## config.mk

```make
export PLATFORM = sky130hd
export DESIGN_NAME = tfp_cfg
export DESIGN_NICKNAME = d
export VERILOG_FILES = /design/src/rtl/tag_frame_parser_dedup_core_assert.svh /design/src/rtl/tfp_pkg.sv /design/src/rtl/tfp_cfg.sv
export SDC_FILE = /design/constraint.sdc
export NUM_CORES = 1
export LEC_CHECK = 0
export ABC_AREA = 1
export BUFFER_PORTS_ARGS = -buffer_cell sky130_fd_sc_hd__buf_2
export CAP_MARGIN = 20
export CORE_MARGIN = 2
export CORE_UTILIZATION = 45
export DETAILED_ROUTE_END_ITERATION = 7
export GPL_ROUTABILITY_DRIVEN = 0
export PLACE_DENSITY = 0.85
export SYNTH_ARGS = -nofsm -noshare
export SYNTH_HDL_FRONTEND = slang
export SYNTH_SLANG_ARGS = --single-unit
```

## constraint.sdc

```tcl
create_clock -name clk -period 1 [get_ports clk]
set_input_delay 0.05 -clock clk [delete_from_list [all_inputs] [get_ports clk]]
set_output_delay 0.05 -clock clk [all_outputs]
set_load 0.02 [all_outputs]
```

## src/rtl/tag_frame_parser_dedup_core_assert.svh

```systemverilog
// ----------------------------------------------------------------------------
// tag frame parser assertion macros
// shared property forms used by the tag frame parser modules
// ----------------------------------------------------------------------------
`ifndef TAG_FRAME_PARSER_DEDUP_CORE_ASSERT_SVH
`define TAG_FRAME_PARSER_DEDUP_CORE_ASSERT_SVH

// same-cycle implication on clk, masked during reset
`define TFP_ASSERT_IMPL(lbl, ante, cons, msg) \
    lbl: assert property (@(posedge clk) disable iff (!rst_n) (ante) |-> (cons)) \
        else $error(msg);

// next-cycle implication on clk, masked during reset
`define TFP_ASSERT_NEXT(lbl, ante, cons, msg) \
    lbl: assert property (@(posedge clk) disable iff (!rst_n) (ante) |=> (cons)) \
        else $error(msg);

`endif

```

## src/rtl/tfp_pkg.sv

```systemverilog
// ----------------------------------------------------------------------------
// tfp_pkg
// types, codes and constants shared by the tag frame parser modules
// ----------------------------------------------------------------------------
`timescale 1ns / 1ps

package tfp_pkg;

    // table sizing
    localparam int TABLE_DEPTH_DEF = 256;
    localparam int EPC_BYTES       = 12;
    localparam int EPC_W           = EPC_BYTES * 8;

    // frame framing
    localparam logic [7:0]  START_BYTE   = 8'hBB;
    localparam logic [7:0]  END_BYTE     = 8'h7E;
    localparam logic [63:0] NO_TAG_FRAME = 64'hBB01FF000115167E;
    localparam logic [23:0] TAG_HEAD     = 24'hBB0222;
    localparam logic [4:0]  EPC_FIRST    = 5'd8;
    localparam logic [4:0]  EPC_END      = 5'd20;
    localparam logic [4:0]  SHORT_LEN    = 5'd8;
    localparam logic [4:0]  TAG_LEN      = 5'd24;
    localparam logic [4:0]  LEN_MAX      = 5'd31;

    // configuration port
    localparam int PADDR_W   = 6;
    localparam int PDATA_W   = 64;
    localparam int REG_LSB   = 3;
    localparam int REG_IDX_W = PADDR_W - REG_LSB;

    // register reset values
    localparam logic        RST_CONFIRM_EN = 1'b0;
    localparam logic [63:0] RST_CONFIRM    = 64'd0;
    localparam logic        RST_EPC_MODE   = 1'b1;
    localparam logic        RST_NO_TAG     = 1'b1;
    localparam logic [7:0]  RST_LIMIT      = 8'd5;
    localparam logic [15:0] RST_TIMEOUT    = 16'd1000;

    typedef enum logic [REG_IDX_W-1:0] {
        REG_CONFIRM_EN = 3'd0,
        REG_CONFIRM    = 3'd1,
        REG_EPC_MODE   = 3'd2,
        REG_NO_TAG     = 3'd3,
        REG_LIMIT      = 3'd4,
        REG_TIMEOUT    = 3'd5
    } tfp_reg_t;

    typedef enum logic [3:0] {
        EV_NEW       = 4'd0,
        EV_DUP       = 4'd1,
        EV_INVALID   = 4'd2,
        EV_NO_TAG    = 4'd3,
        EV_OTHER     = 4'd4,
        EV_CONFIRMED = 4'd5,
        EV_LIMIT     = 4'd6,
        EV_TIMEOUT   = 4'd7,
        EV_FULL      = 4'd8
    } tfp_event_t;

    typedef enum logic {
        ST_IDLE = 1'b0,
        ST_WAIT = 1'b1
    } tfp_state_t;

    typedef enum logic {
        SR_IDLE = 1'b0,
        SR_SCAN = 1'b1
    } tfp_srch_state_t;

    typedef struct packed {
        logic        confirm_enable;
        logic [63:0] confirm_frame;
        logic        epc_mode;
        logic        no_tag_stop;
        logic [7:0]  no_tag_limit;
        logic [15:0] timeout_ticks;
    } tfp_cfg_t;

    typedef struct packed {
        logic done;
        logic found;
    } tfp_srch_resp_t;

endpackage

```

## src/rtl/tfp_cfg.sv

```systemverilog
// ----------------------------------------------------------------------------
// tfp_cfg
// apb register file holding the parser and session configuration
// ----------------------------------------------------------------------------
`timescale 1ns / 1ps

module tfp_cfg
(
    input  logic                        clk,
    input  logic                        rst_n,
    input  logic                        psel,
    input  logic                        penable,
    input  logic                        pwrite,
    input  logic [tfp_pkg::PADDR_W-1:0] paddr,
    input  logic [tfp_pkg::PDATA_W-1:0] pwdata,
    output logic [tfp_pkg::PDATA_W-1:0] prdata,
    output logic                        pready,
    output tfp_pkg::tfp_cfg_t           cfg
);
    import tfp_pkg::*;

    tfp_cfg_t             cfg_reg;
    logic                 wr_en;
    logic [REG_IDX_W-1:0] reg_sel;

    assign wr_en   = psel & penable & pwrite;
    assign reg_sel = paddr[PADDR_W-1:REG_LSB];
    assign pready  = 1'b1;
    assign cfg     = cfg_reg;

    // register writes
    always_ff @(posedge clk or negedge rst_n)
    begin
        if (!rst_n)
        begin
            cfg_reg.confirm_enable <= RST_CONFIRM_EN;
            cfg_reg.confirm_frame  <= RST_CONFIRM;
            cfg_reg.epc_mode       <= RST_EPC_MODE;
            cfg_reg.no_tag_stop    <= RST_NO_TAG;
            cfg_reg.no_tag_limit   <= RST_LIMIT;
            cfg_reg.timeout_ticks  <= RST_TIMEOUT;
        end
        else if (wr_en)
        begin
            case (reg_sel)
                REG_CONFIRM_EN: cfg_reg.confirm_enable <= pwdata[0];
                REG_CONFIRM:    cfg_reg.confirm_frame  <= pwdata;
                REG_EPC_MODE:   cfg_reg.epc_mode       <= pwdata[0];
                REG_NO_TAG:     cfg_reg.no_tag_stop    <= pwdata[0];
                REG_LIMIT:      cfg_reg.no_tag_limit   <= pwdata[7:0];
                REG_TIMEOUT:    cfg_reg.timeout_ticks  <= pwdata[15:0];
                default:        ;
            endcase
        end
    end

    // read mux
    always_comb
    begin
        case (reg_sel)
            REG_CONFIRM_EN: prdata = {63'd0, cfg_reg.confirm_enable};
            REG_CONFIRM:    prdata = cfg_reg.confirm_frame;
            REG_EPC_MODE:   prdata = {63'd0, cfg_reg.epc_mode};
            REG_NO_TAG:     prdata = {63'd0, cfg_reg.no_tag_stop};
            REG_LIMIT:      prdata = {56'd0, cfg_reg.no_tag_limit};
            REG_TIMEOUT:    prdata = {48'd0, cfg_reg.timeout_ticks};
            default:        prdata = '0;
        endcase
    end

endmodule

```

==> impl_metrics.py <==
metrics = {
    "final_layout": {
        "max_ffs_per_register": 91,
        "synthToLayoutAreaGrowth_pct": 99.55,
        "final_area_mm2": 0.008279,
        "fraction_of_layout_instances_using_a_drive_strength_above_1_pct": 55.16,
        "design.final.nets": 980,
    },
    "sta": {
        "timing.max_slew.rel_slack_pct": 63.97,
        "period_minus_slack_ps": 1442,
        "grt_setup_unrepaired": "yes",
        "max_freq_mhz": 693.5,
        "worst_slew_pin_slew_ps": 540.5,
        "hold_viol_final": 0,
        "hold_ws_ps": 138.5,
        "final.setup.worst_slack_ps": -441.9,
        "fin_setup_tns_ps": -11440,
        "max_transition_viols_final": 0,
        "final.setup_skew_ps": 0,
        "finalSetupViolCount": 99,
        "final_min_period_over_clock_period_pct": 144.2,
    },
    "min_path": {
        "timing.hold.worst.class": "in -> reg",
        "hold_path_startpoint": "pwrite",
    },
    "worst_setup_path": {
        "critical_path.startpoint_type": "flip-flop",
        "cp.required_ps": 950,
        "reg2reg_from": "cfg[76]$_DFFE_PN0P_",
        "cp-startpoint": "cfg[24]$_DFFE_PN1P_",
        "worstPathArrival_ps": 1390,
        "crit_path_max_fanout": 2,
        "critPathKind": "reg -> out",
        "critPathCaptureType": "primary output",
    },
    "floorplanning": {
        "die_area_mm2": 0.01000,
        "floorplan.initialDensity_pct": 45.55,
        "std_cell_rows": 35,
        "die_x_um": 100.0,
        "core_region_area_mm2": 0.009109,
        "io_pins": 231,
        "chipHeight_um": 100.0,
    },
    "pwr": {
        "net-switching-power_mw": 5.848,
        "clockPowerShare_pct": 18.6,
        "vdd_drop_max_v": 0.001014,
        "switching_part_of_the_total_power_pct": 38.24,
        "power_report.internal_total_mw": 9.446,
        "share_comb_of_total_power_pct": 46.3,
        "design_power_total_mw": 15.29,
        "power_density_mw_per_mm2": 1847,
        "p_leak_nw": 4.147,
        "power.share.sequential_pct": 35.2,
    },
    "placement": {
        "place_worst_setup_slack_ps": -221.9,
        "dp_hpwl_um": 9009,
        "port_buffers": 226,
        "placedInstanceArea_mm2": 0.005612,
    },
    "clocking": {
        "path_clk_slew_ps": 80,
        "root_buffer": "sky130_fd_sc_hd__clkbuf_8",
        "cts_made_buffers": 9,
        "max-clock-path-buffers": 2,
        "cts-htree-levels": 3,
        "cts.sink_count": 91,
        "clkLatencyLatePin_ps": 340,
        "clock_tree_from_tritoncts": "built",
    },
    "synthesis": {
        "syn-num-nets": 585,
        "postSynthRegisterBits": 91,
        "synth.avg_cell_area_um2": 8.135,
        "synth_largest_area_cell": "sky130_fd_sc_hd__dfrtp_1",
        "synth_top_cells_by_area": "sky130_fd_sc_hd__dfrtp_1 (49%), sky130_fd_sc_hd__nand2_1 (13%), sky130_fd_sc_hd__inv_1 (6.4%)",
        "synth_sequential_area_ratio_pct": 55.19,
        "postSynthCellCount": 510,
        "synth_top_area_share_pct": 48.85,
        "syn_area_mm2": 0.004149,
        "synthesis.yosys.warnings": 0,
        "netlist-cell-type-count": 22,
    },
    "global_route": {
        "vias_in_the_first_global_route": 5373,
        "grt_start_max_net_pins": 92,
        "global_route.usage.total_pct": 33.92,
        "gr-total-overflow": 0,
        "grt_pass1_wl_um": 26490,
        "antenna_found_initial": 3,
    },
    "outcome": {
        "status": "complete, but fails checks",
        "violations": "setup timing",
    },
    "detailed_routing": {
        "drt_first_pass_iters": 7,
        "antenna_violating_nets_post_route": 0,
        "vias_per_cell": 5.571,
        "route.final.wire_length_um": 21350,
        "drt_drc_violations_left": 0,
        "wire_per_inst_um": 20.85,
        "detailed_router_s_first_iteration_violation_count": 329,
        "dr_total_vias": 5705,
    },
    "flow_run": {
        "drv_cap": 0,
    },
}
[logic make-up (layout without fill, tap and decap cells)]
kind of cell           count (synthesis)  in the layout  share of synthesized area (%)
AOI/OAI and AO/OA                     97             97                          12.48
buffers and inverters                100            500                          10.71
DFF                                   91             91                          55.19
other                                  1              4                        0.09038
and+or+nand+nor                      221            221                          21.53
[power by group through the flow]
stage,logic [mW],registers [mW],clock network (mW)
2_1_floorplan,1.24,6.09,0
3_3_place_gp,3.79,5.07,0
3_5_place_dp,3.91,5.11,0
4_1_cts,5.35,5.12,2.79
5_1_grt,7.38,5.44,2.98
6_report,7.07,5.38,2.84
[path summary, 6_finish.rpt]
check	end	slack (ps)	cells after the start
max	prdata[0]	-440	5
min in group asynchronous	cfg[50]$_DFFE_PN0P_	220	3
min	cfg[90]$_DFFE_PN0P_	140	5
max reg2reg	cfg[76]$_DFFE_PN0P_	-30	5
max in group asynchronous	cfg[25]$_DFFE_PN1P_	290	3
min reg2reg	cfg[3]$_DFFE_PN1P_	500	2
[synthesized netlist by cell type]
library cell,number
sky130_fd_sc_hd__nand4_1,4
sky130_fd_sc_hd__buf_4,12
sky130_fd_sc_hd__o22ai_1,8
sky130_fd_sc_hd__o21ai_2,6
sky130_fd_sc_hd__nand3_1,12
sky130_fd_sc_hd__buf_2,7
sky130_fd_sc_hd__nor2_2,1
sky130_fd_sc_hd__nand3_2,3
sky130_fd_sc_hd__dfstp_2,10
sky130_fd_sc_hd__buf_6,2
sky130_fd_sc_hd__nor2_4,2
sky130_fd_sc_hd__clkbuf_1,5
sky130_fd_sc_hd__o21ai_1,50
sky130_fd_sc_hd__inv_2,2
sky130_fd_sc_hd__dfrtp_1,81
sky130_fd_sc_hd__nor3_1,2
sky130_fd_sc_hd__inv_1,71
sky130_fd_sc_hd__nor2_1,51
sky130_fd_sc_hd__nand2_1,146
sky130_fd_sc_hd__conb_1,1
sky130_fd_sc_hd__o21ai_0,33
sky130_fd_sc_hd__buf_1,1
[metrics by stage]
step / instances / util [%]
after floorplan: 510 / -
after global placement: 851 / 61.61
after detailed placement: 851 / 61.61
after CTS: 996 / 80.67
after global routing: 1024 / 90.89
final: 1024 / 90.89
[cell type report]
| type | count | area (um2) |
|---|---|---|
| Timing Repair Buffer | 411 | 3586 |
| Clock buffer | 13 | 148.9 |
| Sequential cell | 91 | 2291 |
| Inverter | 73 | 285.3 |
| Fill cell | 342 | 829.5 |
| Tap cell | 111 | 138.9 |
| Antenna cell | 3 | 7.507 |
| Multi-Input combinational cell | 319 | 1757 |
| Clock inverter | 3 | 65.06 |
[what timing repair did]
action | CTS | global route
gates resized for setup | 156 | 236
pin swaps | 59 | 31
gates cloned | 0 | 0
setup endpoints to repair | 77 | 126
buffers inserted | 64 | 30
hold buffers | 65 | 0
endpoints found under the hold margin | 171 | 0
[layer usage]
layer	vias to the layer above	track usage, %	wire length [um]
li1	2387	-	-
met1	2687	38.06	7007
met2	461	59.62	10790
met3	170	7.103	1815
met4	0	19.81	1744
met5	-	0	0
[cells in the final DEF, fill, tap and decap left out, drive strengths merged]
| cell | count |
|---|---|
| nand4 | 4 |
| clkbuf | 13 |
| conb | 1 |
| diode | 3 |
| dlygate4sd3 | 65 |
| bufinv | 2 |
| dfstp | 10 |
| nor3 | 2 |
| nand3 | 15 |
| o22ai | 8 |
| clkinv | 1 |
| dfrtp | 81 |
| buf | 346 |
| nor2 | 54 |
| inv | 70 |
| o21ai | 89 |
| nand2 | 146 |
| clkinvlp | 3 |
[worst max-delay path: stages (launching register included)]
cell                      delay [ps]
sky130_fd_sc_hd__dfstp_2         560
sky130_fd_sc_hd__nand4_1         100
sky130_fd_sc_hd__nand2_1         100
sky130_fd_sc_hd__nor2_1           70
sky130_fd_sc_hd__nand2_1          90
sky130_fd_sc_hd__buf_6           120
(Power assumes the default switching activity.)
